File: src/scfp_pkg.sv
// Shared types and constants for the sync/command frame parser.
package scfp_pkg;

   localparam int MAX_PAYLOAD = 32;
   localparam int BYTE_W      = 8;
   localparam int LEN_W       = 6;
   localparam int IDX_W       = 5;
   localparam int ADDR_W      = (MAX_PAYLOAD > 1) ? $clog2(MAX_PAYLOAD) : 1;
   localparam int CNT_W       = $clog2(MAX_PAYLOAD + 1);
   localparam int CSR_IDX_W   = 2;

   localparam logic [CSR_IDX_W-1:0] CSR_PAYLOAD_LENGTH = 2'd0;
   localparam logic [CSR_IDX_W-1:0] CSR_FIRST_SYNC     = 2'd1;
   localparam logic [CSR_IDX_W-1:0] CSR_SECOND_SYNC    = 2'd2;

   localparam logic [LEN_W-1:0]  RST_PAYLOAD_LENGTH = 6'd8;
   localparam logic [BYTE_W-1:0] RST_FIRST_SYNC     = 8'hAA;
   localparam logic [BYTE_W-1:0] RST_SECOND_SYNC    = 8'hBB;

   typedef enum logic [2:0] {
      ST_SYNC1,
      ST_SYNC2,
      ST_CMD,
      ST_DATA,
      ST_SUM,
      ST_DRAIN
   } state_type;

   // Read request from the sequencer, with the fields that travel with it
   typedef struct packed {
      logic              en;
      logic [ADDR_W-1:0] addr;
      logic [IDX_W-1:0]  index;
      logic              last;
      logic [BYTE_W-1:0] command;
   } rd_req_type;

endpackage

File: src/scfp_ram.sv
// Generic single-write, single-read RAM with registered read data.
module scfp_ram #(
   parameter int WIDTH = 8,
   parameter int DEPTH = 32
) (
   input  logic                                   clock,
   input  logic                                   wr_en,
   input  logic [((DEPTH > 1) ? $clog2(DEPTH) : 1)-1:0] wr_addr,
   input  logic [WIDTH-1:0]                       wr_data,
   input  logic                                   rd_en,
   input  logic [((DEPTH > 1) ? $clog2(DEPTH) : 1)-1:0] rd_addr,
   output logic [WIDTH-1:0]                       rd_data
);

   logic [WIDTH-1:0] mem_ff [DEPTH];
   logic [WIDTH-1:0] rd_data_ff;

   always_ff @(posedge clock) begin
      if (wr_en) begin
         mem_ff[wr_addr] <= wr_data;
      end
      if (rd_en) begin
         rd_data_ff <= mem_ff[rd_addr];
      end
   end

   assign rd_data = rd_data_ff;

endmodule

File: src/scfp_seq.sv
// Frame sequencer: sync hunt, payload capture, checksum and payload drain.
module scfp_seq
   import scfp_pkg::*;
(
   input  logic              clock,
   input  logic              reset,
   input  logic              req_valid,
   output logic              req_ready,
   input  logic [BYTE_W-1:0] req_byte_in,
   input  logic [LEN_W-1:0]  cfg_payload_length,
   input  logic [BYTE_W-1:0] cfg_first_sync,
   input  logic [BYTE_W-1:0] cfg_second_sync,
   input  logic              out_free,
   output logic              wr_en,
   output logic [ADDR_W-1:0] wr_addr,
   output logic [BYTE_W-1:0] wr_data,
   output rd_req_type        rd_req
);

   state_type         state_ff, state_in;
   logic [BYTE_W-1:0] command_ff, command_in;
   logic [BYTE_W-1:0] xor_ff, xor_in;
   logic [CNT_W-1:0]  fill_ff, fill_in;
   logic [CNT_W-1:0]  drain_ff, drain_in;
   logic [LEN_W:0]    len_ext;
   logic [CNT_W-1:0]  eff_len;
   logic [CNT_W-1:0]  fill_inc;
   logic [CNT_W-1:0]  drain_inc;
   logic              req_fire;

   // Length 0 counts as 1, anything above the store size is clamped
   always_comb begin
      len_ext = {1'b0, cfg_payload_length};
      if (len_ext == '0) begin
         eff_len = CNT_W'(1);
      end else if (len_ext > (LEN_W + 1)'(MAX_PAYLOAD)) begin
         eff_len = CNT_W'(MAX_PAYLOAD);
      end else begin
         eff_len = CNT_W'(len_ext);
      end
   end

   assign req_ready = (state_ff != ST_DRAIN);
   assign req_fire  = req_valid && req_ready;
   assign fill_inc  = fill_ff + CNT_W'(1);
   assign drain_inc = drain_ff + CNT_W'(1);

   always_ff @(posedge clock) begin
      if (reset) begin
         state_ff   <= ST_SYNC1;
         command_ff <= '0;
         xor_ff     <= '0;
         fill_ff    <= '0;
         drain_ff   <= '0;
      end else begin
         state_ff   <= state_in;
         command_ff <= command_in;
         xor_ff     <= xor_in;
         fill_ff    <= fill_in;
         drain_ff   <= drain_in;
      end
   end

   always_comb begin
      state_in   = state_ff;
      command_in = command_ff;
      xor_in     = xor_ff;
      fill_in    = fill_ff;
      drain_in   = drain_ff;
      wr_en      = 1'b0;
      wr_addr    = fill_ff[ADDR_W-1:0];
      wr_data    = req_byte_in;
      rd_req.en      = 1'b0;
      rd_req.addr    = drain_ff[ADDR_W-1:0];
      rd_req.index   = IDX_W'(drain_ff);
      rd_req.last    = (drain_inc == fill_ff);
      rd_req.command = command_ff;

      case (state_ff)
         ST_SYNC1: begin
            if (req_fire) begin
               state_in = (req_byte_in == cfg_first_sync) ? ST_SYNC2 : ST_SYNC1;
            end
         end
         ST_SYNC2: begin
            // a mismatch is not reconsidered as a first sync byte
            if (req_fire) begin
               state_in = (req_byte_in == cfg_second_sync) ? ST_CMD : ST_SYNC1;
            end
         end
         ST_CMD: begin
            if (req_fire) begin
               command_in = req_byte_in;
               xor_in     = req_byte_in;
               fill_in    = '0;
               state_in   = ST_DATA;
            end
         end
         ST_DATA: begin
            if (req_fire) begin
               wr_en   = 1'b1;
               fill_in = fill_inc;
               xor_in  = xor_ff ^ req_byte_in;
               if (fill_inc >= eff_len) begin
                  state_in = ST_SUM;
               end
            end
         end
         ST_SUM: begin
            if (req_fire) begin
               drain_in = '0;
               if ((xor_ff ^ BYTE_W'(fill_ff)) == req_byte_in) begin
                  state_in = ST_DRAIN;
               end else begin
                  state_in = ST_SYNC1;
               end
            end
         end
         ST_DRAIN: begin
            // one store read per free output slot
            if (out_free) begin
               rd_req.en = 1'b1;
               drain_in  = drain_inc;
               if (drain_inc == fill_ff) begin
                  state_in = ST_SYNC1;
               end
            end
         end
         default: begin
            state_in = ST_SYNC1;
         end
      endcase
   end

   a_read_only_in_drain: assert property (@(posedge clock) disable iff (reset)
      rd_req.en |-> (state_ff == ST_DRAIN && out_free))
      else $error("store read outside drain");

   a_fill_bounded: assert property (@(posedge clock) disable iff (reset)
      fill_ff <= CNT_W'(MAX_PAYLOAD))
      else $error("fill count beyond store size");

   a_drain_below_fill: assert property (@(posedge clock) disable iff (reset)
      (state_ff == ST_DRAIN) |-> (drain_ff < fill_ff))
      else $error("drain index past frame end");

   a_fill_steps: assert property (@(posedge clock) disable iff (reset)
      (state_ff == ST_DATA && req_fire) |=> (fill_ff == $past(fill_inc)))
      else $error("fill count did not advance on payload item");

   a_last_ends_drain: assert property (@(posedge clock) disable iff (reset)
      (rd_req.en && rd_req.last) |=> (state_ff == ST_SYNC1))
      else $error("drain continued after last entry");

endmodule

File: src/sync_cmd_frame_parser_xor.sv
// Top level: byte-stream frame parser with two sync bytes and XOR checksum.
//
// Input channel req_*: one received byte per item (req_byte_in). The parser hunts
// for the first then second sync byte, takes a command byte, payload_length
// payload bytes into a 32-entry store and a checksum byte (XOR of command,
// length and payload). A frame whose checksum matches is emitted on rsp_*,
// one item per payload byte with command, index, byte and a last flag; a
// bad frame is dropped without any output.
// Outside the drain req_ready is high and any byte offered is taken. After a
// good checksum byte the block stops taking input while the store is drained:
// one result per cycle while rsp_ready is high, until every payload byte has
// been read out. The first result is read once the sequencer is in its drain
// state and reaches rsp_* through the store read register and output register.
// The output register holds a result until it is taken; a stalled receiver
// stalls the drain, and with it the input, but parsing resumes as soon as
// the final result has been read out of the store.
// Configuration writes on csr_* are always ready and are meant for idle
// periods. Reset restores the default sync bytes (0xAA, 0xBB), a length of
// eight and the hunt for the first sync byte; the store is not cleared.
module sync_cmd_frame_parser_xor
   import scfp_pkg::*;
(
   input  logic                 clock,
   input  logic                 reset,
   input  logic                 req_valid,
   output logic                 req_ready,
   input  logic [BYTE_W-1:0]    req_byte_in,
   output logic                 rsp_valid,
   input  logic                 rsp_ready,
   output logic [BYTE_W-1:0]    rsp_command,
   output logic [IDX_W-1:0]     rsp_byte_index,
   output logic [BYTE_W-1:0]    rsp_payload_byte,
   output logic                 rsp_last,
   input  logic                 csr_valid,
   output logic                 csr_ready,
   input  logic [CSR_IDX_W-1:0] csr_index,
   input  logic [BYTE_W-1:0]    csr_wdata
);

   logic [LEN_W-1:0]  len_ff, len_in;
   logic [BYTE_W-1:0] sync1_ff, sync1_in;
   logic [BYTE_W-1:0] sync2_ff, sync2_in;
   logic              rsp_valid_ff, rsp_valid_in;
   logic [BYTE_W-1:0] rsp_command_ff, rsp_command_in;
   logic [IDX_W-1:0]  rsp_index_ff, rsp_index_in;
   logic              rsp_last_ff, rsp_last_in;
   logic              out_free;
   logic              wr_en;
   logic [ADDR_W-1:0] wr_addr;
   logic [BYTE_W-1:0] wr_data;
   rd_req_type        rd_req;

   assign csr_ready = 1'b1;

   always_comb begin
      len_in   = len_ff;
      sync1_in = sync1_ff;
      sync2_in = sync2_ff;
      if (csr_valid && csr_ready) begin
         case (csr_index)
            CSR_PAYLOAD_LENGTH: len_in   = csr_wdata[LEN_W-1:0];
            CSR_FIRST_SYNC:     sync1_in = csr_wdata;
            CSR_SECOND_SYNC:    sync2_in = csr_wdata;
            default: begin
            end
         endcase
      end
   end

   always_ff @(posedge clock) begin
      if (reset) begin
         len_ff   <= RST_PAYLOAD_LENGTH;
         sync1_ff <= RST_FIRST_SYNC;
         sync2_ff <= RST_SECOND_SYNC;
      end else begin
         len_ff   <= len_in;
         sync1_ff <= sync1_in;
         sync2_ff <= sync2_in;
      end
   end

   scfp_seq u_seq (
      .clock              (clock),
      .reset              (reset),
      .req_valid          (req_valid),
      .req_ready          (req_ready),
      .req_byte_in        (req_byte_in),
      .cfg_payload_length (len_ff),
      .cfg_first_sync     (sync1_ff),
      .cfg_second_sync    (sync2_ff),
      .out_free           (out_free),
      .wr_en              (wr_en),
      .wr_addr            (wr_addr),
      .wr_data            (wr_data),
      .rd_req             (rd_req)
   );

   // Read data stays put between reads, so it serves as the output payload
   scfp_ram #(
      .WIDTH (BYTE_W),
      .DEPTH (MAX_PAYLOAD)
   ) u_store (
      .clock   (clock),
      .wr_en   (wr_en),
      .wr_addr (wr_addr),
      .wr_data (wr_data),
      .rd_en   (rd_req.en),
      .rd_addr (rd_req.addr),
      .rd_data (rsp_payload_byte)
   );

   assign out_free = !rsp_valid_ff || rsp_ready;

   always_comb begin
      rsp_valid_in   = rsp_valid_ff && !rsp_ready;
      rsp_command_in = rsp_command_ff;
      rsp_index_in   = rsp_index_ff;
      rsp_last_in    = rsp_last_ff;
      if (rd_req.en) begin
         rsp_valid_in   = 1'b1;
         rsp_command_in = rd_req.command;
         rsp_index_in   = rd_req.index;
         rsp_last_in    = rd_req.last;
      end
   end

   always_ff @(posedge clock) begin
      if (reset) begin
         rsp_valid_ff <= 1'b0;
      end else begin
         rsp_valid_ff <= rsp_valid_in;
      end
      rsp_command_ff <= rsp_command_in;
      rsp_index_ff   <= rsp_index_in;
      rsp_last_ff    <= rsp_last_in;
   end

   assign rsp_valid      = rsp_valid_ff;
   assign rsp_command    = rsp_command_ff;
   assign rsp_byte_index = rsp_index_ff;
   assign rsp_last       = rsp_last_ff;

endmodule

File: config.mk
export PLATFORM = sky130hd
export DESIGN_NAME = sync_cmd_frame_parser_xor
export DESIGN_NICKNAME = d
export VERILOG_FILES = /design/src/scfp_pkg.sv /design/src/scfp_ram.sv /design/src/scfp_seq.sv /design/src/sync_cmd_frame_parser_xor.sv
export SDC_FILE = /design/constraint.sdc
export NUM_CORES = 1
export LEC_CHECK = 0
export BUFFER_PORTS_ARGS = -buffer_cell sky130_fd_sc_hd__buf_2
export CAP_MARGIN = 30
export CORE_MARGIN = 1.5
export CORE_UTILIZATION = 50
export DETAILED_ROUTE_END_ITERATION = 12
export PLACE_DENSITY_LB_ADDON = 0.05
export SYNTH_ARGS = -nofsm -noshare
export SYNTH_HDL_FRONTEND = slang
export SYNTH_SLANG_ARGS = --single-unit
File: constraint.sdc
create_clock -name clock -period 2.2 [get_ports clock]
set_input_delay 0.33 -clock clock [delete_from_list [all_inputs] [get_ports clock]]
set_output_delay 0.33 -clock clock [all_outputs]
set_load 0.01 [all_outputs]
# After elaboration in Yosys (flattened, before gate mapping)
# Memories as Yosys holds them, arrays and structs flattened. A register that Yosys moved wholly into a read port is not among the register bits.
# Cells that the tools add are included.
[word_totals]
elab_cells = 85
ram_bits = 256
n_memories = 1
reg_bits = 68
input_bits = 23
[memory_table]
columns = ["name", "words", "width", "read_ports", "rd_ports_with_merged_regs", "write_ports", "line_no", "rtl"]
rows = [
  ["u_store.mem_ff", 32, 8, 1, 1, 1, "scfp_ram.sv:15", "logic [WIDTH-1:0] mem_ff [DEPTH];"],
]
[classes]
bitwise_logic = 2
reduce_logical = 17
n_eq_ne = 20
addsub = 2
muxes = 29
order_cmp = 2
[op_table]
columns = ["operator", "n"]
rows = [
  ["2-to-1 mux 6 bit", 5],
  ["2-to-1 mux 3 bit", 9],
  ["equality test 8 bit", 3],
  ["case mux 6 bit (2 select lines)", 2],
  ["case mux 3 bit (6 select lines)", 1],
  ["2-to-1 mux 8 bit", 2],
  ["case mux 8 bit (2 select lines)", 1],
  ["adder 6 x 1 -> 6 bit, second input constant", 2],
  ["inequality test 2 x 1 -> 1 bit, second input constant", 6],
  ["2-to-1 mux 1 bit", 8],
  ["AND reduction 2 bit", 4],
  ["AND reduction 8 bit", 1],
  ["bitwise XOR 8 x 6 -> 8 bit", 1],
  ["bitwise XOR 8 bit", 1],
  ["equality test 3 x 2 -> 1 bit, second input constant", 2],
  ["equality test 3 bit, second input constant", 2],
  ["equality test 6 bit", 1],
  ["greater-or-equal comparator 6 bit", 1],
  ["greater-than comparator 6 bit, second input constant", 1],
  ["logical NOT 6 bit", 1],
  ["AND reduction 3 bit", 2],
  ["inequality test 2 bit, second input constant", 2],
  ["nonzero test 2 bit", 2],
  ["equality test 3 x 1 -> 1 bit, second input constant", 1],
  ["9 further kinds", 11],
]

# Depth between registers and ports, before layout
# Gate-level depths: netlist (run 1).
[logic_depth]
depth_word = 7
ltp_mapped = 10
mapped_depth_nobuf = 9

# Cells and area by module
# Synthesis (run 1) repeated with hierarchy kept, for this count alone.
[hier_totals]
hier_cells = 817
hier_area_um2 = 13799.5
[by_module_without_submodules]
columns = ["module", "area_each_um2", "seq_area_each_um2", "cells_per_inst", "n_inst"]
rows = [
  ["scfp_ram", 10133.5, 7927.6, 417, 1],
  ["scfp_seq", 2301.0, 620.6, 291, 1],
  ["sync_cmd_frame_parser_xor", 1365.1, 880.8, 109, 1],
]

# Least setup slack after synthesis (run 1)
# OpenSTA, ideal clock, no wires.
[synth_path]
path_kind = "register to register"
startpoint = "reg u_seq.drain_ff[1]"
endpoint = "reg u_store.rd_data_ff[0] (netlist: u_store.rd_data[0]), read port of u_store.mem_ff, data pin"
setup_time_ns = 0.260
n_path_buf = 2
setup_slack_ns = -0.148
arrival_time_ns = 2.088
path_stages_with_launch = 6
cell_sequence = "dfxtp_1 > buf_1 > buf_1 > mux4_2 > mux4_2 > mux2_2"
[synth_lines]
columns = ["element", "line_no", "rtl"]
rows = [
  ["start: declaration", "scfp_seq.sv:24", "logic [CNT_W-1:0] drain_ff, drain_in;"],
  ["start signal: assignment", "scfp_seq.sv:60", "drain_ff <= drain_in;"],
  ["end: declaration", "scfp_ram.sv:16", "logic [WIDTH-1:0] rd_data_ff;"],
]

==> reports/results.tsv, run 1 <==
metric	value	unit
status	finished, violations left	
violations	setup timing	
ys_types	41	
hold_path_class	input port to register	
cp_data_arrival_time	2500	ps
min-delay-start	csr_wdata[4]	
clock_latency	500	ps
rows	60	
cts.sinks	332	
area_delta_synth_final	18.0	%
fmax	445	MHz
min_to	sync2_ff[4]$_SDFFE_PP1P_	
hold_buffers	0	
start_util	50.6	%
syn_area	13500	um^2
finalPower	13.1	mW
final_util	59.7	%
design.core.area	26700	um^2
grt_use_met2	38.8	%
place_inst	1214	
routed_wl	31100	um
htreeDepth	2	
synth.avg_cell_area	16.9	um^2
vias	7443	
maxCapViolations	0	
power.density	821	nW/um^2
drc	0	
worstReg2RegStart	u_seq.drain_ff[0]$_SDFFE_PP0P_	
place_area	14600	um^2
ant_nets	0	
hold_depth	3	
ys.flop_type	edfxtp_1	
grt_setup_unrepaired	yes	
dp_hpwl	20100	um
cts_tree	yes	
cp_max_fo	11	
die_h	167	um
vias_per_cell	5.81	
drv_slew	0	
antenna_found_initial	0	
worst_r2r_path_depth	4	
first_iter_violations	673	
gr-total-overflow	0	
cts-root-buf	clkbuf_16	
r2r_end	u_store.rd_data[6]$_DFFE_PP_	
timing.hold.ws	72.6	ps
stdcell_count	1280	
synth_top_area_cell	edfxtp_1	
fillerInstances	1992	
die_area	28000	um^2
min_period_over_period	102	%
syn-instance-count	801	
numPortBuffers	46	
tns	-324	ps
grt_pass1_wl	46700	um
clock_skew	11.4	ps
synth-edff-count	278	
syn_nets	835	
use_met1	31.2	%
setup_viol	8	
crit_path_start_kind	register	
wl_per_cell	24.3	um
crit_type	register to register	
grtUsageTotal	22.8	%
dp_slack	-118	ps
tightest_slew	774	ps
gp_congestion	0.851	
clockBufferDepth	3	
synth_top_area_share	61.7	%
fin_nets	948	
drtPass1Iterations	6	
ys_seq_area_share	69.7	%
grt_pass1_vias	7631	
final_area	16000	um^2
diodes	0	
cts_buffers	35	
postLayoutSetupSlackWorst	-47.6	ps
hold_viol	0	
p_leak	5.33	nW
io_pins	48	
yosysWarningCount	0	
r2r_setup_slack	-50	ps
clkTransAtPathRegs	60	ps
async_flop_share	0	%
required	2450	ps
yosys-top-cells-area	edfxtp_1 62%, mux4_2 13%, dfxtp_1 8.0%	
busiest_layer	met2	
end_kind	register	
ir_worst_vdd	0.479	mV
grt_max_degree	55	
ys_ff_latch	332	
grtUsageMet3	3.19	%
period_needed	2250	ps
max-slew-margin-rel	47.9	%
die-width	167	um
drive_gt1_share	29.5	%
-- worst max-delay path, cell delays in order, from the launching register on --
cell	delay, ps
dfxtp_4	430
buf_12	180
mux4_2	520
mux4_2	570
mux2_4	290
-- cell usage in the layout, fill, tap and decap left out, types with 4 or more instances in the layout --
master	n
bufinv_16	4
o21ai_0	17
xnor3_1	4
clkinv_1	7
buf_12	9
nand2_1	58
xor2_1	11
and3_1	4
nand3b_1	12
a21oi_1	22
clkbuf_1	9
nor2_1	72
nand3_1	11
inv_1	8
mux4_2	80
or3_1	8
edfxtp_1	278
buf_2	46
dfxtp_1	50
ha_1	9
and2_1	4
nor3b_1	4
clkbuf_16	37
a32oi_1	8
mux2_4	5
mux2i_1	8
a211oi_1	4
and3b_1	4
nor3_1	4
buf_4	68
a211o_1	5
nor4_1	4
xnor2_1	20
-- worst max-delay path by stage --
stage | start | end | cells after the start
floorplan | u_seq.drain_ff[0]$_SDFFE_PP0P_ | u_store.rd_data[0]$_DFFE_PP_ | 6
global placement | u_seq.drain_ff[1]$_SDFFE_PP0P_ | u_store.rd_data[6]$_DFFE_PP_ | 4
detailed placement | u_seq.drain_ff[1]$_SDFFE_PP0P_ | u_store.rd_data[6]$_DFFE_PP_ | 4
CTS | u_seq.drain_ff[0]$_SDFFE_PP0P_ | u_store.rd_data[3]$_DFFE_PP_ | 4
global route | u_seq.drain_ff[0]$_SDFFE_PP0P_ | u_store.rd_data[0]$_DFFE_PP_ | 5
finish | u_seq.drain_ff[0]$_SDFFE_PP0P_ | u_store.rd_data[6]$_DFFE_PP_ | 4
-- registers in the layout (all words and copies together) (netlist names), 8 cells and up --
register          count
u_store.mem_ff      256
sync1_ff              8
sync2_ff              8
u_seq.xor_ff          8
u_seq.command_ff      8
u_store.rd_data       8
rsp_command           8
-- cell families after synthesis --
group | count (synthesis) | share of synthesized area, %
xor gates and xnor gates | 37 | 2.80
adders and majority gates | 11 | 1.02
muxes | 96 | 14.6
DFF | 332 | 69.7
and+or+nand+nor | 201 | 7.07
other | 1 | 0.0277
AOI/OAI and AO/OA | 64 | 2.94
buffers and inverters | 59 | 1.85
-- layout make-up --
| class | instances | area, um^2 | area share, % |
|---|---|---|---|
| Sequential cell | 332 | 9440 | 59.1 |
| Multi-Input combinational cell | 410 | 3930 | 24.6 |
| Timing Repair Buffer | 127 | 998 | 6.26 |
| Clock buffer | 46 | 960 | 6.01 |
| Tap cell | 341 | 427 | 2.67 |
| Clock inverter | 16 | 176 | 1.11 |
| Inverter | 8 | 30.0 | 0.188 |
-- cells in the mapped netlist (all sizes together) (11+ instances only) --
| cell | count |
|---|---|
| a21oi | 22 |
| nand3 | 11 |
| mux4 | 80 |
| xnor2 | 22 |
| dfxtp | 54 |
| buf | 16 |
| xor2 | 11 |
| nor2 | 73 |
| o21ai | 17 |
| edfxtp | 278 |
| nand3b | 12 |
| ha | 11 |
| nand2 | 58 |
| clkbuf | 35 |
-- routing by layer --
metal  vias up  wire (um)
met2       229      15800
met1      3839      12900
met5         -          0
li1       3334          -
met3        41       1870
met4         0        592
-- report_power, final --
part | switching, mW | leakage [nW] | total [mW] | internal, mW
Clock | 2.30 | 0.546 | 5.84 | 3.54
Sequential | 0.0241 | 2.95 | 6.85 | 6.82
Combinational | 0.241 | 1.84 | 0.411 | 0.170
Total | 2.56 | 5.33 | 13.1 | 10.5
-- timing repair --
action                     in CTS  in global routing
pin swaps                       0                  6
setup endpoints to repair       9                 10
gates cloned                    2                  0
setup buffers                   2                  0
gates resized for setup        11                 13
(Power assumes the default switching activity.)
==> run 2, diff against run 1 <==
--- a/config.mk
+++ b/config.mk
@@ -11,6 +11,7 @@
 export CORE_UTILIZATION = 50
 export DETAILED_ROUTE_END_ITERATION = 12
 export PLACE_DENSITY_LB_ADDON = 0.05
+export RECOVER_POWER = 100
 export SYNTH_ARGS = -nofsm -noshare
 export SYNTH_HDL_FRONTEND = slang
 export SYNTH_SLANG_ARGS = --single-unit
==> reports/results.tsv, run 2 (same netlist as run 1, synthesis figures left out) <==
metric	value	unit	change
status	finished, violations left		
violations	capacitance limit, slew limit, setup timing		
wl_per_cell	24.3	um	about the same
hold_path_class	input port to register		
grt_setup_unrepaired	yes		
diodes	0		unchanged
cp_max_fo	11		unchanged
antenna_found_initial	0		unchanged
rows	60		unchanged
gp_congestion	0.851		unchanged
largest_reg_flops	256		unchanged
internal_power	10.5	mW	about the same
htreeDepth	2		unchanged
crit_top_cell	mux4_2		
cts.sinks	332		unchanged
largest_register	u_store.mem_ff		
required	2450	ps	about the same
clkPwrFrac	44.6	%	about the same
start_util	50.6	%	unchanged
design.core.area	26700	um^2	unchanged
maxCapViolations	3		+3
finalPower	13.1	mW	about the same
fmax	444	MHz	-0.10%
tightest_slew	1680	ps	+902 ps
grtUsageTotal	22.8	%	unchanged
hold_viol	0		unchanged
seq_area	9440	um^2	unchanged
grt_pass1_vias	7631		unchanged
fin_nets	948		unchanged
place_area	14600	um^2	unchanged
end_kind	register		
postLayoutSetupSlackWorst	-49.9	ps	-2.31 ps
drive_gt1_share	27.3	%	-2.2 points
p_leak	5.27	nW	-1.3%
cp_data_arrival_time	2500	ps	about the same
fillerInstances	2005		+0.65%
slowest_stage	mux4_2		
cts_buffers	35		unchanged
drv_slew	106		+106
dp_hpwl	20100	um	unchanged
cts_tree	yes		
slowest_delay	570	ps	about the same
final_cell_mix	278 x edfxtp_1, 80 x mux4_2, 72 x nor2_1		
comb_power_share	3.1	%	about the same
clockBufferDepth	3		unchanged
grt_max_degree	55		unchanged
die_h	167	um	unchanged
netSwitchingFraction	19.6	%	+0.039 points
die-width	167	um	unchanged
first_iter_violations	674		+0.15%
die_area	28000	um^2	unchanged
routed_wl	31100	um	about the same
ir_worst_vdd	0.479	mV	about the same
ant_nets	0		unchanged
final_common_cell	edfxtp_1		
period_needed	2250	ps	+2.31 ps
multi_input_area	3930	um^2	unchanged
clock_latency	500	ps	about the same
clock_skew	11.9	ps	+0.551 ps
numPortBuffers	46		unchanged
final_area	15900	um^2	-0.34%
gr-total-overflow	0		unchanged
path_cells	buf_12, mux4_2, mux4_2, mux2_4		
drtPass1Iterations	5		-1
crit_path_start_kind	register		
drc	0		unchanged
power.density	823	nW/um^2	+0.33%
grt_pass1_wl	46700	um	unchanged
share_seq_of_total_power	52.3	%	about the same
setup_viol	8		unchanged
area_delta_synth_final	17.6	%	
hold_buffers	0		unchanged
crit_type	register to register		
max-slew-margin-rel	-11.8	%	-60 points
vias_per_cell	5.81		-0.11%
clkTransAtPathRegs	60	ps	about the same
cts-root-buf	clkbuf_16		
r2r_setup_slack	-50	ps	about the same
timing.hold.ws	74.0	ps	+1.39 ps
vias	7435		-0.11%
power.switching	2.57	mW	+0.19%
min_period_over_period	102	%	+0.11 points
io_pins	48		unchanged
[run 2: cell types whose count changed in the layout (fill, tap and decap cells not counted), sizes merged]
| cell | delta |
|---|---|
| clkbuf | +21 |
| buf | -21 |
[run 2: stage by stage]
step / setup slack, ps / util [%] / TNS, ps / cells
after floorplan: 6.23 / - / 0 / 801
after detailed placement: -118 / 54.8 / -536 / 1214
final: -49.9 / 59.5 / -315 / 1280
after CTS: -68.9 / 59.5 / -454 / 1280
after global routing: -99.2 / 59.5 / -829 / 1280
after global placement: -92.6 / 54.8 / -394 / 1214
[run 2: power groups by stage]
stage	clock, mW	combinational (mW)	sequential (mW)
after CTS	5.92	0.410	6.85
after floorplan	0	0.217	6.98
after global placement	0	0.385	6.98
after detailed placement	0	0.395	6.98
final	5.84	0.401	6.85
after global routing	6.17	0.439	6.85
[run 2: timing repair]
item,4_1_cts,5_1_grt
setup endpoints to repair,9,10
pin swaps,0,6
cloned,2,0
gates resized for setup,11,13
buffers inserted,2,0
[run 2: worst paths after layout]
| path | cells after the start | from | to |
|---|---|---|---|
| min reg2reg | 0 | u_seq.command_ff[6]$_SDFFE_PP0P_ | rsp_command[6]$_DFFE_PP_ |
| max reg2reg | 4 | u_seq.drain_ff[0]$_SDFFE_PP0P_ | u_store.rd_data[6]$_DFFE_PP_ |
| min | 3 | csr_wdata[4] | sync2_ff[4]$_SDFFE_PP1P_ |
| max | 4 | u_seq.drain_ff[0]$_SDFFE_PP0P_ | u_store.rd_data[6]$_DFFE_PP_ |
[run 2: layer usage]
layer	global-route usage, %	up-vias	part of all wire [%]
met5	0	-	0
li1	-	3336	-
met2	38.8	215	51
met4	5.56	0	1.9
met1	31.2	3843	42
met3	3.19	41	5.8
[run 2: area by class of cell]
type | instances | area share, %
multi-input combinational | 410 | 24.7
tap | 341 | 2.68
clock buffer | 46 | 6.03
sequential | 332 | 59.3
clock inverter | 16 | 1.11
timing repair buffer | 127 | 5.94
inverter | 8 | 0.189
[run 2: worst max-delay path, delay by kind of cell, from the launching register on]
kind                   cells  cell delay [ps]
buffers and inverters      1              180
DFF                        1              430
muxes                      3             1380
